## src/rgbhsv_pkg.sv

```systemverilog
// Shared types and constants for the RGB to HSV pixel converter.
package rgbhsv_pkg;

    // Degrees covered by one hue sector, and sectors in a full turn
    localparam int SECTOR_DEGREES = 60;
    localparam int SECTOR_COUNT   = 6;

    // Channel that holds the maximum, ties resolved red, then green, then blue
    typedef enum logic [1:0] {
        SEC_RED   = 2'd0,
        SEC_GREEN = 2'd1,
        SEC_BLUE  = 2'd2
    } t_sector;

    // Per-pixel control flags that travel alongside the divider data
    typedef struct packed {
        t_sector sector;    // sector of the hue
        logic    neg;       // hue numerator is negative, quotient is a ceiling
        logic    hue_zero;  // gray pixel, hue forced to zero
        logic    sat_zero;  // black pixel, saturation forced to zero
    } t_flags;

endpackage

```

## src/rgbhsv_front.sv

```systemverilog
// Front end: max/min search, sector pick and divider operand setup in two stages.
module rgbhsv_front #(
    parameter int CB     = 8,
    parameter int L      = 12,
    parameter int SECTOR = 3840
) (
    input  logic                   i_clk,
    input  logic                   i_rst_n,
    input  logic                   i_adv,
    input  logic                   i_valid,
    input  logic [CB-1:0]          i_red,
    input  logic [CB-1:0]          i_green,
    input  logic [CB-1:0]          i_blue,
    output logic                   o_valid,
    output rgbhsv_pkg::t_flags     o_flags,
    output logic [CB-1:0]          o_mx,
    output logic [CB-1:0]          o_sat_rem,
    output logic [L-1:0]           o_sat_sh,
    output logic [CB-1:0]          o_hue_rem,
    output logic [L-1:0]           o_hue_sh,
    output logic [CB-1:0]          o_hue_div
);

    localparam int NW = CB + L;

    // stage A signals
    logic [CB-1:0]      n_a_mx;
    logic [CB-1:0]      n_a_mn;
    logic [CB-1:0]      n_a_pos;
    logic [CB-1:0]      n_a_neg;
    rgbhsv_pkg::t_flags n_a_flags;
    logic               r_a_valid;
    logic [CB-1:0]      r_a_mx;
    logic [CB-1:0]      r_a_d;
    logic [CB-1:0]      r_a_pos;
    logic [CB-1:0]      r_a_neg;
    rgbhsv_pkg::t_flags r_a_flags;

    // stage B signals
    logic               n_b_neg;
    logic [CB-1:0]      n_b_num;
    logic [NW-1:0]      n_b_hue_dvd;
    logic [NW-1:0]      n_b_sat_dvd;
    rgbhsv_pkg::t_flags n_b_flags;
    logic               r_b_valid;
    rgbhsv_pkg::t_flags r_b_flags;
    logic [CB-1:0]      r_b_mx;
    logic [CB-1:0]      r_b_d;
    logic [NW-1:0]      r_b_hue_dvd;
    logic [NW-1:0]      r_b_sat_dvd;

    // find the maximum channel and the pair that forms the hue numerator
    always_comb begin
        n_a_flags = '0;
        if (i_red >= i_green && i_red >= i_blue) begin
            n_a_mx           = i_red;
            n_a_pos          = i_green;
            n_a_neg          = i_blue;
            n_a_flags.sector = rgbhsv_pkg::SEC_RED;
        end else if (i_green >= i_blue) begin
            n_a_mx           = i_green;
            n_a_pos          = i_blue;
            n_a_neg          = i_red;
            n_a_flags.sector = rgbhsv_pkg::SEC_GREEN;
        end else begin
            n_a_mx           = i_blue;
            n_a_pos          = i_red;
            n_a_neg          = i_green;
            n_a_flags.sector = rgbhsv_pkg::SEC_BLUE;
        end
        if (i_red <= i_green && i_red <= i_blue) begin
            n_a_mn = i_red;
        end else if (i_green <= i_blue) begin
            n_a_mn = i_green;
        end else begin
            n_a_mn = i_blue;
        end
        n_a_flags.hue_zero = (n_a_mx == n_a_mn);
        n_a_flags.sat_zero = (n_a_mx == '0);
    end

    // hold stage A
    always_ff @(posedge i_clk) begin
        if (!i_rst_n) begin
            r_a_valid <= 1'b0;
        end else if (i_adv) begin
            r_a_valid <= i_valid;
        end
    end

    always_ff @(posedge i_clk) begin
        if (i_adv) begin
            r_a_mx    <= n_a_mx;
            r_a_d     <= n_a_mx - n_a_mn;
            r_a_pos   <= n_a_pos;
            r_a_neg   <= n_a_neg;
            r_a_flags <= n_a_flags;
        end
    end

    // form both dividends; a negative numerator takes the ceiling by adding d-1
    always_comb begin
        n_b_neg      = (r_a_pos < r_a_neg);
        n_b_num      = n_b_neg ? (r_a_neg - r_a_pos) : (r_a_pos - r_a_neg);
        n_b_hue_dvd  = NW'(n_b_num) * NW'(SECTOR);
        if (n_b_neg) begin
            n_b_hue_dvd = n_b_hue_dvd + NW'(r_a_d) - NW'(1);
        end
        n_b_sat_dvd  = (NW'(r_a_d) << CB) - NW'(r_a_d);
        n_b_flags     = r_a_flags;
        n_b_flags.neg = n_b_neg;
    end

    // hold stage B
    always_ff @(posedge i_clk) begin
        if (!i_rst_n) begin
            r_b_valid <= 1'b0;
        end else if (i_adv) begin
            r_b_valid <= r_a_valid;
        end
    end

    always_ff @(posedge i_clk) begin
        if (i_adv) begin
            r_b_flags   <= n_b_flags;
            r_b_mx      <= r_a_mx;
            r_b_d       <= r_a_d;
            r_b_hue_dvd <= n_b_hue_dvd;
            r_b_sat_dvd <= n_b_sat_dvd;
        end
    end

    // split each dividend into starting remainder and bits still to shift in
    assign o_valid   = r_b_valid;
    assign o_flags   = r_b_flags;
    assign o_mx      = r_b_mx;
    assign o_sat_rem = r_b_sat_dvd[NW-1:L];
    assign o_sat_sh  = r_b_sat_dvd[L-1:0];
    assign o_hue_rem = r_b_hue_dvd[NW-1:L];
    assign o_hue_sh  = r_b_hue_dvd[L-1:0];
    assign o_hue_div = r_b_d;

endmodule

```

## src/rgbhsv_cell.sv

```systemverilog
// Divider cell: one restoring step for the saturation and hue quotients.
module rgbhsv_cell #(
    parameter int CB = 8,
    parameter int L  = 12
) (
    input  logic                   i_clk,
    input  logic                   i_rst_n,
    input  logic                   i_adv,
    input  logic                   i_valid,
    input  rgbhsv_pkg::t_flags     i_flags,
    input  logic [CB-1:0]          i_mx,
    input  logic [CB-1:0]          i_sat_rem,
    input  logic [L-1:0]           i_sat_sh,
    input  logic [CB-1:0]          i_hue_rem,
    input  logic [L-1:0]           i_hue_sh,
    input  logic [CB-1:0]          i_hue_div,
    output logic                   o_valid,
    output rgbhsv_pkg::t_flags     o_flags,
    output logic [CB-1:0]          o_mx,
    output logic [CB-1:0]          o_sat_rem,
    output logic [L-1:0]           o_sat_sh,
    output logic [CB-1:0]          o_hue_rem,
    output logic [L-1:0]           o_hue_sh,
    output logic [CB-1:0]          o_hue_div
);

    logic [CB:0]        sat_ext;
    logic [CB:0]        hue_ext;
    logic               sat_ge;
    logic               hue_ge;
    logic [CB-1:0]      n_sat_rem;
    logic [CB-1:0]      n_hue_rem;
    logic               r_valid;
    rgbhsv_pkg::t_flags r_flags;
    logic [CB-1:0]      r_mx;
    logic [CB-1:0]      r_sat_rem;
    logic [L-1:0]       r_sat_sh;
    logic [CB-1:0]      r_hue_rem;
    logic [L-1:0]       r_hue_sh;
    logic [CB-1:0]      r_hue_div;

    // shift in the next dividend bit and subtract the divisor when it fits
    always_comb begin
        sat_ext   = {i_sat_rem, i_sat_sh[L-1]};
        hue_ext   = {i_hue_rem, i_hue_sh[L-1]};
        sat_ge    = (sat_ext >= {1'b0, i_mx});
        hue_ge    = (hue_ext >= {1'b0, i_hue_div});
        n_sat_rem = sat_ge ? CB'(sat_ext - {1'b0, i_mx})      : sat_ext[CB-1:0];
        n_hue_rem = hue_ge ? CB'(hue_ext - {1'b0, i_hue_div}) : hue_ext[CB-1:0];
    end

    // advance the valid flag
    always_ff @(posedge i_clk) begin
        if (!i_rst_n) begin
            r_valid <= 1'b0;
        end else if (i_adv) begin
            r_valid <= i_valid;
        end
    end

    // advance the payload; quotient bits enter at the bottom of the shift words
    always_ff @(posedge i_clk) begin
        if (i_adv) begin
            r_flags   <= i_flags;
            r_mx      <= i_mx;
            r_sat_rem <= n_sat_rem;
            r_sat_sh  <= {i_sat_sh[L-2:0], sat_ge};
            r_hue_rem <= n_hue_rem;
            r_hue_sh  <= {i_hue_sh[L-2:0], hue_ge};
            r_hue_div <= i_hue_div;
        end
    end

    assign o_valid   = r_valid;
    assign o_flags   = r_flags;
    assign o_mx      = r_mx;
    assign o_sat_rem = r_sat_rem;
    assign o_sat_sh  = r_sat_sh;
    assign o_hue_rem = r_hue_rem;
    assign o_hue_sh  = r_hue_sh;
    assign o_hue_div = r_hue_div;

endmodule

```

## src/rgbhsv_back.sv

```systemverilog
// Back end: sector offset, hue wrap, special-case masking and output register.
module rgbhsv_back #(
    parameter int CB     = 8,
    parameter int L      = 12,
    parameter int HQ     = 12,
    parameter int HW     = 15,
    parameter int SECTOR = 3840
) (
    input  logic                   i_clk,
    input  logic                   i_rst_n,
    input  logic                   i_adv,
    input  logic                   i_valid,
    input  rgbhsv_pkg::t_flags     i_flags,
    input  logic [CB-1:0]          i_mx,
    input  logic [L-1:0]           i_sat_sh,
    input  logic [L-1:0]           i_hue_sh,
    output logic                   o_valid,
    output logic [HW-1:0]          o_hue,
    output logic [CB-1:0]          o_saturation,
    output logic [CB-1:0]          o_brightness
);

    localparam logic [HW-1:0] FULL_TURN_W = HW'(rgbhsv_pkg::SECTOR_COUNT * SECTOR);
    localparam logic [HW-1:0] BASE_GREEN  = HW'(2 * SECTOR);
    localparam logic [HW-1:0] BASE_BLUE   = HW'(4 * SECTOR);

    logic [HW-1:0] base;
    logic [HW-1:0] q_hue;
    logic [HW:0]   diff;
    logic [HW-1:0] n_hue;
    logic [CB-1:0] n_sat;
    logic          r_valid;
    logic [HW-1:0] r_hue;
    logic [CB-1:0] r_sat;
    logic [CB-1:0] r_mx;

    // pick the sector offset
    always_comb begin
        case (i_flags.sector)
            rgbhsv_pkg::SEC_GREEN: base = BASE_GREEN;
            rgbhsv_pkg::SEC_BLUE:  base = BASE_BLUE;
            default:               base = '0;
        endcase
    end

    // add or subtract the quotient, wrap a negative result by one turn
    always_comb begin
        q_hue = HW'(i_hue_sh[HQ-1:0]);
        diff  = {1'b0, base} - {1'b0, q_hue};
        if (i_flags.hue_zero) begin
            n_hue = '0;
        end else if (!i_flags.neg) begin
            n_hue = base + q_hue;
        end else if (diff[HW]) begin
            n_hue = diff[HW-1:0] + FULL_TURN_W;
        end else begin
            n_hue = diff[HW-1:0];
        end
        n_sat = i_flags.sat_zero ? '0 : i_sat_sh[CB-1:0];
    end

    // hold the result until the receiver takes it
    always_ff @(posedge i_clk) begin
        if (!i_rst_n) begin
            r_valid <= 1'b0;
        end else if (i_adv) begin
            r_valid <= i_valid;
        end
    end

    always_ff @(posedge i_clk) begin
        if (i_adv) begin
            r_hue <= n_hue;
            r_sat <= n_sat;
            r_mx  <= i_mx;
        end
    end

    assign o_valid      = r_valid;
    assign o_hue        = r_hue;
    assign o_saturation = r_sat;
    assign o_brightness = r_mx;

endmodule

```

## src/rgb_to_hsv_pixel.sv

```systemverilog
// Top level of the RGB to HSV pixel converter.
//
// Input channel: i_red, i_green, i_blue with i_valid; o_stall pushes back.
// A transaction is taken on a rising edge with valid high and stall low.
// Output channel: o_hue, o_saturation, o_brightness with o_valid; the
// receiver pushes back with i_stall.
// Throughput: one pixel per cycle, sustained while the receiver keeps
// i_stall low.
// Path: from accept through two front stages, the row of divider cells
// (L of them, where L is the larger of CHANNEL_BITS and the hue quotient
// width, one quotient bit per cell) and the output register to
// o_valid.
// Stall: while a result waits with i_stall high the whole pipeline holds;
// o_stall is high exactly then, and nothing is dropped.
// Reset: synchronous, active low; all stage valid flags clear, no
// transaction is in flight afterwards and none is produced.
module rgb_to_hsv_pixel #(
    parameter int CHANNEL_BITS      = 8,
    parameter int HUE_FRACTION_BITS = 6
) (
    input  logic                    i_clk,
    input  logic                    i_rst_n,
    input  logic                    i_valid,
    output logic                    o_stall,
    input  logic [CHANNEL_BITS-1:0] i_red,
    input  logic [CHANNEL_BITS-1:0] i_green,
    input  logic [CHANNEL_BITS-1:0] i_blue,
    output logic                    o_valid,
    input  logic                    i_stall,
    output logic [$clog2(rgbhsv_pkg::SECTOR_COUNT * (rgbhsv_pkg::SECTOR_DEGREES
                  << HUE_FRACTION_BITS))-1:0] o_hue,
    output logic [CHANNEL_BITS-1:0] o_saturation,
    output logic [CHANNEL_BITS-1:0] o_brightness
);

    localparam int CB        = CHANNEL_BITS;
    localparam int SECTOR    = rgbhsv_pkg::SECTOR_DEGREES << HUE_FRACTION_BITS;
    localparam int FULL_TURN = rgbhsv_pkg::SECTOR_COUNT * SECTOR;
    localparam int HQ        = $clog2(SECTOR + 1);
    localparam int L         = (CB > HQ) ? CB : HQ;
    localparam int HW        = $clog2(FULL_TURN);

    logic               adv;
    logic               c_valid   [0:L];
    rgbhsv_pkg::t_flags c_flags   [0:L];
    logic [CB-1:0]      c_mx      [0:L];
    logic [CB-1:0]      c_sat_rem [0:L];
    logic [L-1:0]       c_sat_sh  [0:L];
    logic [CB-1:0]      c_hue_rem [0:L];
    logic [L-1:0]       c_hue_sh  [0:L];
    logic [CB-1:0]      c_hue_div [0:L];

    // advance everything unless a finished result is held back
    assign adv     = !(o_valid && i_stall);
    assign o_stall = !adv;

    rgbhsv_front #(
        .CB     (CB),
        .L      (L),
        .SECTOR (SECTOR)
    ) u_front (
        .i_clk     (i_clk),
        .i_rst_n   (i_rst_n),
        .i_adv     (adv),
        .i_valid   (i_valid),
        .i_red     (i_red),
        .i_green   (i_green),
        .i_blue    (i_blue),
        .o_valid   (c_valid[0]),
        .o_flags   (c_flags[0]),
        .o_mx      (c_mx[0]),
        .o_sat_rem (c_sat_rem[0]),
        .o_sat_sh  (c_sat_sh[0]),
        .o_hue_rem (c_hue_rem[0]),
        .o_hue_sh  (c_hue_sh[0]),
        .o_hue_div (c_hue_div[0])
    );

    // row of divider cells, one quotient bit each
    for (genvar k = 0; k < L; k++) begin : g_cell
        rgbhsv_cell #(
            .CB (CB),
            .L  (L)
        ) u_cell (
            .i_clk     (i_clk),
            .i_rst_n   (i_rst_n),
            .i_adv     (adv),
            .i_valid   (c_valid[k]),
            .i_flags   (c_flags[k]),
            .i_mx      (c_mx[k]),
            .i_sat_rem (c_sat_rem[k]),
            .i_sat_sh  (c_sat_sh[k]),
            .i_hue_rem (c_hue_rem[k]),
            .i_hue_sh  (c_hue_sh[k]),
            .i_hue_div (c_hue_div[k]),
            .o_valid   (c_valid[k+1]),
            .o_flags   (c_flags[k+1]),
            .o_mx      (c_mx[k+1]),
            .o_sat_rem (c_sat_rem[k+1]),
            .o_sat_sh  (c_sat_sh[k+1]),
            .o_hue_rem (c_hue_rem[k+1]),
            .o_hue_sh  (c_hue_sh[k+1]),
            .o_hue_div (c_hue_div[k+1])
        );
    end

    rgbhsv_back #(
        .CB     (CB),
        .L      (L),
        .HQ     (HQ),
        .HW     (HW),
        .SECTOR (SECTOR)
    ) u_back (
        .i_clk        (i_clk),
        .i_rst_n      (i_rst_n),
        .i_adv        (adv),
        .i_valid      (c_valid[L]),
        .i_flags      (c_flags[L]),
        .i_mx         (c_mx[L]),
        .i_sat_sh     (c_sat_sh[L]),
        .i_hue_sh     (c_hue_sh[L]),
        .o_valid      (o_valid),
        .o_hue        (o_hue),
        .o_saturation (o_saturation),
        .o_brightness (o_brightness)
    );

    // hue stays inside one turn
    a_hue_range: assert property (@(posedge i_clk) disable iff (!i_rst_n)
        o_valid |-> (o_hue < HW'(FULL_TURN)))
        else $error("hue outside one turn");

    // black pixel has no saturation
    a_black_sat: assert property (@(posedge i_clk) disable iff (!i_rst_n)
        (o_valid && o_brightness == '0) |-> (o_saturation == '0))
        else $error("black pixel with nonzero saturation");

    // zero saturation on a lit pixel means gray, so hue is zero
    a_gray_hue: assert property (@(posedge i_clk) disable iff (!i_rst_n)
        (o_valid && o_saturation == '0 && o_brightness != '0) |-> (o_hue == '0))
        else $error("gray pixel with nonzero hue");

endmodule

```

## config.mk

```make
export PLATFORM = sky130hd
export DESIGN_NAME = rgb_to_hsv_pixel
export DESIGN_NICKNAME = d
export VERILOG_FILES = /design/src/rgbhsv_pkg.sv /design/src/rgbhsv_front.sv /design/src/rgbhsv_cell.sv /design/src/rgbhsv_back.sv /design/src/rgb_to_hsv_pixel.sv
export SDC_FILE = /design/constraint.sdc
export NUM_CORES = 2
export LEC_CHECK = 0
export BUFFER_PORTS_ARGS = -buffer_cell sky130_fd_sc_hd__buf_2
export CAP_MARGIN = 5
export CORE_AREA = 2 2 358 183
export DETAILED_ROUTE_END_ITERATION = 16
export DIE_AREA = 0 0 360 185
export PLACE_DENSITY = 0.76
export SLEW_MARGIN = 20
export SYNTH_ARGS = -nofsm -noshare
export SYNTH_HDL_FRONTEND = slang
export SYNTH_SLANG_ARGS = --single-unit
```

## constraint.sdc

```tcl
create_clock -name i_clk -period 45.8 [get_ports i_clk]
set_input_delay 0 -clock i_clk [delete_from_list [all_inputs] [get_ports i_clk]]
set_output_delay 0 -clock i_clk [all_outputs]
set_load 0.1 [all_outputs]
```

# Word level (Yosys, flattened, before mapping)
# Index checks and enable logic that the tools add are counted.
# Widths: inputs -> output; s select.
word_totals:
  regBits: 844
  elab_cells: 257
  inputBits: 28
op_classes:
  muxes: 36
  magnitude_cmp: 31
  n_eq_ne: 3
  add_sub_neg: 31
  reduce_logical: 4
  multipliers: 1
ops:
  columns: ["cell", "count"]
  rows:
  - ["$mux 8", 31]
  - ["$ge 9x8->1", 24]
  - ["$sub 8x8->8", 25]
  - ["$mux 15", 2]
  - ["$pmux 14 s2", 1]
  - ["$ge 8x8->1", 3]
  - ["$le 8x8->1", 3]
  - ["$add 20x8->20", 1]
  - ["$mux 20", 1]
  - ["$sub 20x1->20 const B", 1]
  - ["$sub 16x8->17", 1]
  - ["$add 14x12->15", 1]
  - ["$add 15x15->15 const B", 1]
  - ["$sub 14x12->15", 1]
  - ["$mul 8x4->12 const B", 1]
  - ["$eq 8x8->1", 1]
  - ["$logic_not 8->1", 1]
  - ["$lt 8x8->1", 1]
  - ["$logic_and 1x1->1", 3]
  - ["$eq 2x1->1 const B", 1]
  - ["$eq 2x2->1 const B", 1]
  - ["$mux 2", 1]

# Longest topological paths before layout
depth:
  ltp_word: 6
  depth_mapped: 25
  mapped_depth_nobuf: 24

# Cells and area by module
# A second synthesis with hierarchy kept.
hier_totals:
  hier_cells: 3023
  area_unflattened_um2: 42096.6
modules_own_cells:
  columns: ["mod", "instances", "area_each_um2", "cells_per_inst"]
  rows:
  - ["rgbhsv_cell at g_cell[11].u_cell ...", 7, 2827.7, 190]
  - ["rgbhsv_cell at g_cell[0].u_cell ...", 5, 2803.9, 186]
  - ["rgbhsv_front", 1, 6279.8, 580]
  - ["rgbhsv_back", 1, 1993.2, 181]
  - ["rgb_to_hsv_pixel", 1, 10.0, 2]

# Worst setup path before layout
# No wires, ideal clock.
synth_timing:
  kind: "register to register"
  from: "register u_back.r_valid, in the netlist u_back.o_valid"
  to: "register g_cell[0].u_cell.r_flags (netlist bit g_cell[0].u_cell.o_flags[0]), enable pin"
  stages_incl_launch_ff: 3
  required_ps: 44353
  arrival_time_ps: 22083
  setup_slack_ps: 22270
  path_buffers: 1
  path_cell_list: "dfxtp_1 -> nand2_1 -> clkbuf_1"
synth_via:
  elab_chain_len: 1
synth_lines:
  columns: ["item", "line_no", "rtl"]
  rows:
  - ["start: declaration", "rgbhsv_back.sv:32", "logic r_valid;"]
  - ["start signal: assignment", "rgbhsv_back.sv:67", "r_valid <= i_valid;"]
  - ["$logic_and 1x1->1", "rgb_to_hsv_pixel.sv:54", "assign adv = !(o_valid && i_stall);"]
  - ["end signal: assignment", "rgbhsv_cell.sv:64", "r_flags <= i_flags;"]
  - ["end: declaration", "rgbhsv_cell.sv:34", "rgbhsv_pkg::t_flags r_flags;"]
# Every way passes these cells.
# A chain may end at the register's enable or synchronous reset.

# Final worst setup path
layout_timing:
  from: "register u_front.r_a_pos[0]"
  to: "register u_front.r_b_hue_dvd[19], data pin"
layout_via:
  elab_chain_len: 6
  elab_cells_between_ends: 8
  classes_between: "4 x add/sub; 1 x mul; 1 x order compare; 2 x mux"
layout_lines:
  columns: ["item", "line_no", "rtl"]
  rows:
  - ["start: declaration", "rgbhsv_front.sv:35", "logic [CB-1:0] r_a_pos;"]
  - ["start signal: assignment", "rgbhsv_front.sv:95", "r_a_pos <= n_a_pos;"]
  - ["$sub 8x8->8 / $lt 8x8->1 (equally long branches)", "rgbhsv_front.sv:104, rgbhsv_front.sv:103", null]
  - ["$mux 8", "rgbhsv_front.sv:104", "n_b_num = n_b_neg ? (r_a_neg - r_a_pos) : (r_a_pos - r_a_neg);"]
  - ["$mul 8x4->12", "rgbhsv_front.sv:105", "n_b_hue_dvd = NW'(n_b_num) * NW'(SECTOR);"]
  - ["$add 20x8->20", "rgbhsv_front.sv:107", "n_b_hue_dvd = n_b_hue_dvd + NW'(r_a_d) - NW'(1);"]
  - ["$sub 20x1->20", "rgbhsv_front.sv:107", null]
  - ["$mux 20 (*)", "rgbhsv_front.sv:106", "if (n_b_neg) begin"]
  - ["named net u_front.n_b_hue_dvd[19]", "rgbhsv_front.sv:42", "logic [NW-1:0] n_b_hue_dvd;"]
  - ["end signal: assignment", "rgbhsv_front.sv:128", "r_b_hue_dvd <= n_b_hue_dvd;"]
  - ["end: declaration", "rgbhsv_front.sv:49", "logic [NW-1:0] r_b_hue_dvd;"]
# Mark *: on every way through the listed nets, which the timed path passes. The rest lies on a longest branch.

==> impl_metrics.yaml <==
layout:
  drive_gt1_share_pct: 10.8
  utilization_pct: 65.5
  area_growth_pct: 10.8
  fin_area_mm2: 0.0418
  nNetsFinal: 3255
worst_setup_path:
  crit_required_ns: 46.15
  critPathArrivalTime_ns: 7.18
  crit_path_cell_trace: "inv_1 -> ha_1 -> inv_1 -> fa_1 -> a21oi_1 -> o22ai_1 -> o41a_1 -> mux2_2 -> o21ai_0 -> a31o_2 -> xnor2_1 -> inv_1 -> fa_1 -> fa_1 -> inv_1 -> ha_1 -> o21ai_0 -> a21oi_1 -> nor2_1 -> xor2_1 -> nand3_1 -> nor4_1 -> xnor3_1"
  critPathCaptureType: "flip-flop"
  cp_slowest_cell: "o41a_1"
  crit_type: "flip-flop to flip-flop"
  cp_top_family: "compound AO/OA/AOI/OAI gates"
  worstPathMaxFanout: 24
  crit_path_start_kind: "flip-flop"
  crit_buf_inv: 4
  cpPeakStageDelay_ns: 0.72
  crit_top_cell: "inv_1"
synthesis:
  synth.area.mux_share_pct: 5.27
  synthArstFlopShare_pct: 0
  syn-num-nets: 3090
  netlist_instances: 2753
  ys_top_cells_by_area: "edfxtp_1 62%, ha_1 9.0%, inv_1 3.6%"
  yosys.area.top_type_share_pct: 61.9
  synthFlopType: "edfxtp_1"
  synth.most_common_cell: "edfxtp_1"
  synth_top_area_cell: "edfxtp_1"
  ys_warn_count: 0
  synth.distinct_cells: 57
  synth_top_family_by_area: "adder cells"
  yosys.area_share.adder_pct: 11.0
  synth_compound_area_share_pct: 7.30
  yosys.area_share.simple_pct: 6.51
  avgSynthCellArea_um2: 13.7
  synth_edf_count: 779
  syn_area_mm2: 0.0378
  synthXorXnorAreaFrac_pct: 3.40
  ys_ff_latch: 794
  ys_seq_area_share_pct: 62.7
  yosys-top-cells-count: "779 x edfxtp_1, 362 x inv_1, 272 x ha_1"
sta:
  timing.fmax_ghz: 0.146
  finClkSkew_ns: 0.0191
  fin_crit_sh_pct: 14.9
  relSlewSlack_pct: 21.3
  rsz0062_at_grt: "false"
  holdWs_ns: 0.208
  worstMarginPinSlew_ns: 1.18
  hold_viol_final: 0
  tns_ns: 0
  maxSlewViolCount: 0
  period_needed_ns: 6.83
  setup_viol: 0
routing:
  wl_met3_um: 2640
  ant_nets: 0
  vias_per_cell: 5.46
  wl_met2_um: 28300
  top_layer: "met4"
  drcViolationCount: 0
  vias: 20875
  drt_iter0_markers: 1568
  wl_met1_um: 31000
  routed_wl_um: 63300
  first_pass_iters: 7
  avgRoutedWirePerCell_um: 16.5
placement:
  port_buffers: 60
  routabilityCongestion: 0.836
  dpl.hpwl_um: 43800
  placed_area_mm2: 0.0392
grt:
  grt_max_degree: 206
  first_global_vias: 21312
  grt_pass1_wl_um: 107000
  grt.total_usage_pct: 19.7
  grt_overflow_total: 0
  antenna_found_initial: 2
worst_hold_path:
  hp-class: "input port to flip-flop"
floorplan:
  rows: 66
  die_h_um: 185
  die-area_mm2: 0.0666
  core_area_mm2: 0.0638
  initial_utilization_pct: 59.2
  die_x_um: 360
  boundaryPins: 61
run:
  max_cap_viol_count: 0
outcome:
  status: "complete, no violations"
clock_network:
  clock-sinks: 794
  htree_levels: 3
  clock_path_buffers: 3
  cts_buffers: 71
  tritoncts: "built"
  root_buffer: "clkbuf_16"
  insertion_delay_ns: 0.62
  path_clk_slew_ns: 0.06
registers in the layout (all words and copies together) (netlist names), 12 cells and up:
register / count
u_front.r_b_hue_dvd: 20
g_cell.u_cell.o_hue_rem: 88
g_cell.u_cell.o_valid: 12
g_cell.u_cell.o_hue_div: 88
u_back.o_hue: 15
g_cell.u_cell.o_hue_sh: 144
u_front.r_b_sat_dvd: 17
g_cell.u_cell.o_flags: 60
g_cell.u_cell.o_mx: 96
g_cell.u_cell.o_sat_sh: 91
g_cell.u_cell.o_sat_rem: 88
layer usage:
layer	up-vias	GRT usage, %
li1	10275	-
met1	10030	28.5
met2	445	31.2
met3	125	3.36
met4	0	5.45
met5	-	0
tightest hold or removal path: stages:
cell	delay [ns]
buf_2	0.10
nand2_4	0.39
nand2_1	0.19
a21boi_0	0.07
layout make-up:
cell class / instances / area, um^2
Sequential cell: 794 / 23700
Fill cell: 4413 / 22000
Multi-Input combinational cell: 1577 / 12700
Clock buffer: 86 / 1860
Inverter: 362 / 1360
Tap cell: 850 / 1060
Timing Repair Buffer: 112 / 810
Clock inverter: 43 / 392
Antenna cell: 1 / 2.50
cell families (layout without fill, tap and decap cells):
kind of cell,after synthesis,count (layout)
DFF,794,794
xor gates and xnor gates,145,145
adders and majority gates,309,309
AOI/OAI and AO/OA,424,424
muxes,184,184
buffers and inverters,382,603
and+or+nand+nor,514,514
other,1,2
what timing repair did:
action / in CTS / in global routing
hold endpoints to repair: 41 / 0
gates resized for setup: 0 / 0
hold buffers: 41 / 0
buffers inserted: 0 / 0
worst paths after layout:
check	slack (ns)	cells past startpoint	from	end
worst min register to register	0.40	0	g_cell[5].u_cell.o_hue_sh[3]	g_cell[6].u_cell.o_hue_sh[4]
worst min-delay path	0.21	4	i_stall	g_cell[8].u_cell.o_valid
worst max-delay path	38.97	23	u_front.r_a_pos[0]	u_front.r_b_hue_dvd[19]
worst max register to register	38.97	23	u_front.r_a_pos[0]	u_front.r_b_hue_dvd[19]
through the flow:
step           setup WS [ns]  std cells
4_1_cts                38.91       3824
2_1_floorplan          22.27       2753
3_5_place_dp           38.99       3654
3_3_place_gp           39.16       3654
6_report               38.97       3825
5_1_grt                38.37       3824
cells in the final DEF, fill, tap and decap left out, types with 25 or more instances in the layout:
cell | synthesis | routed
nor2b_1 | 61 | 61
a21boi_0 | 56 | 56
a21oi_1 | 98 | 97
clkbuf_16 | 0 | 72
nand4_1 | 47 | 47
buf_2 | 2 | 60
nor2_1 | 186 | 186
mux2i_1 | 69 | 69
nor4_1 | 25 | 25
xor2_1 | 47 | 47
edfxtp_1 | 779 | 779
ha_1 | 272 | 272
mux2_2 | 114 | 114
o21ai_0 | 121 | 121
dlygate4sd3_1 | 0 | 41
nand2b_1 | 31 | 31
xnor2_1 | 97 | 97
fa_1 | 37 | 37
a21o_1 | 49 | 49
inv_1 | 362 | 362
nand2_1 | 104 | 103
nor3_1 | 35 | 35
o21a_1 | 43 | 43
Power is not shown: default switching activity piles up to over one toggle a cycle in this logic, so the estimate is an artifact.
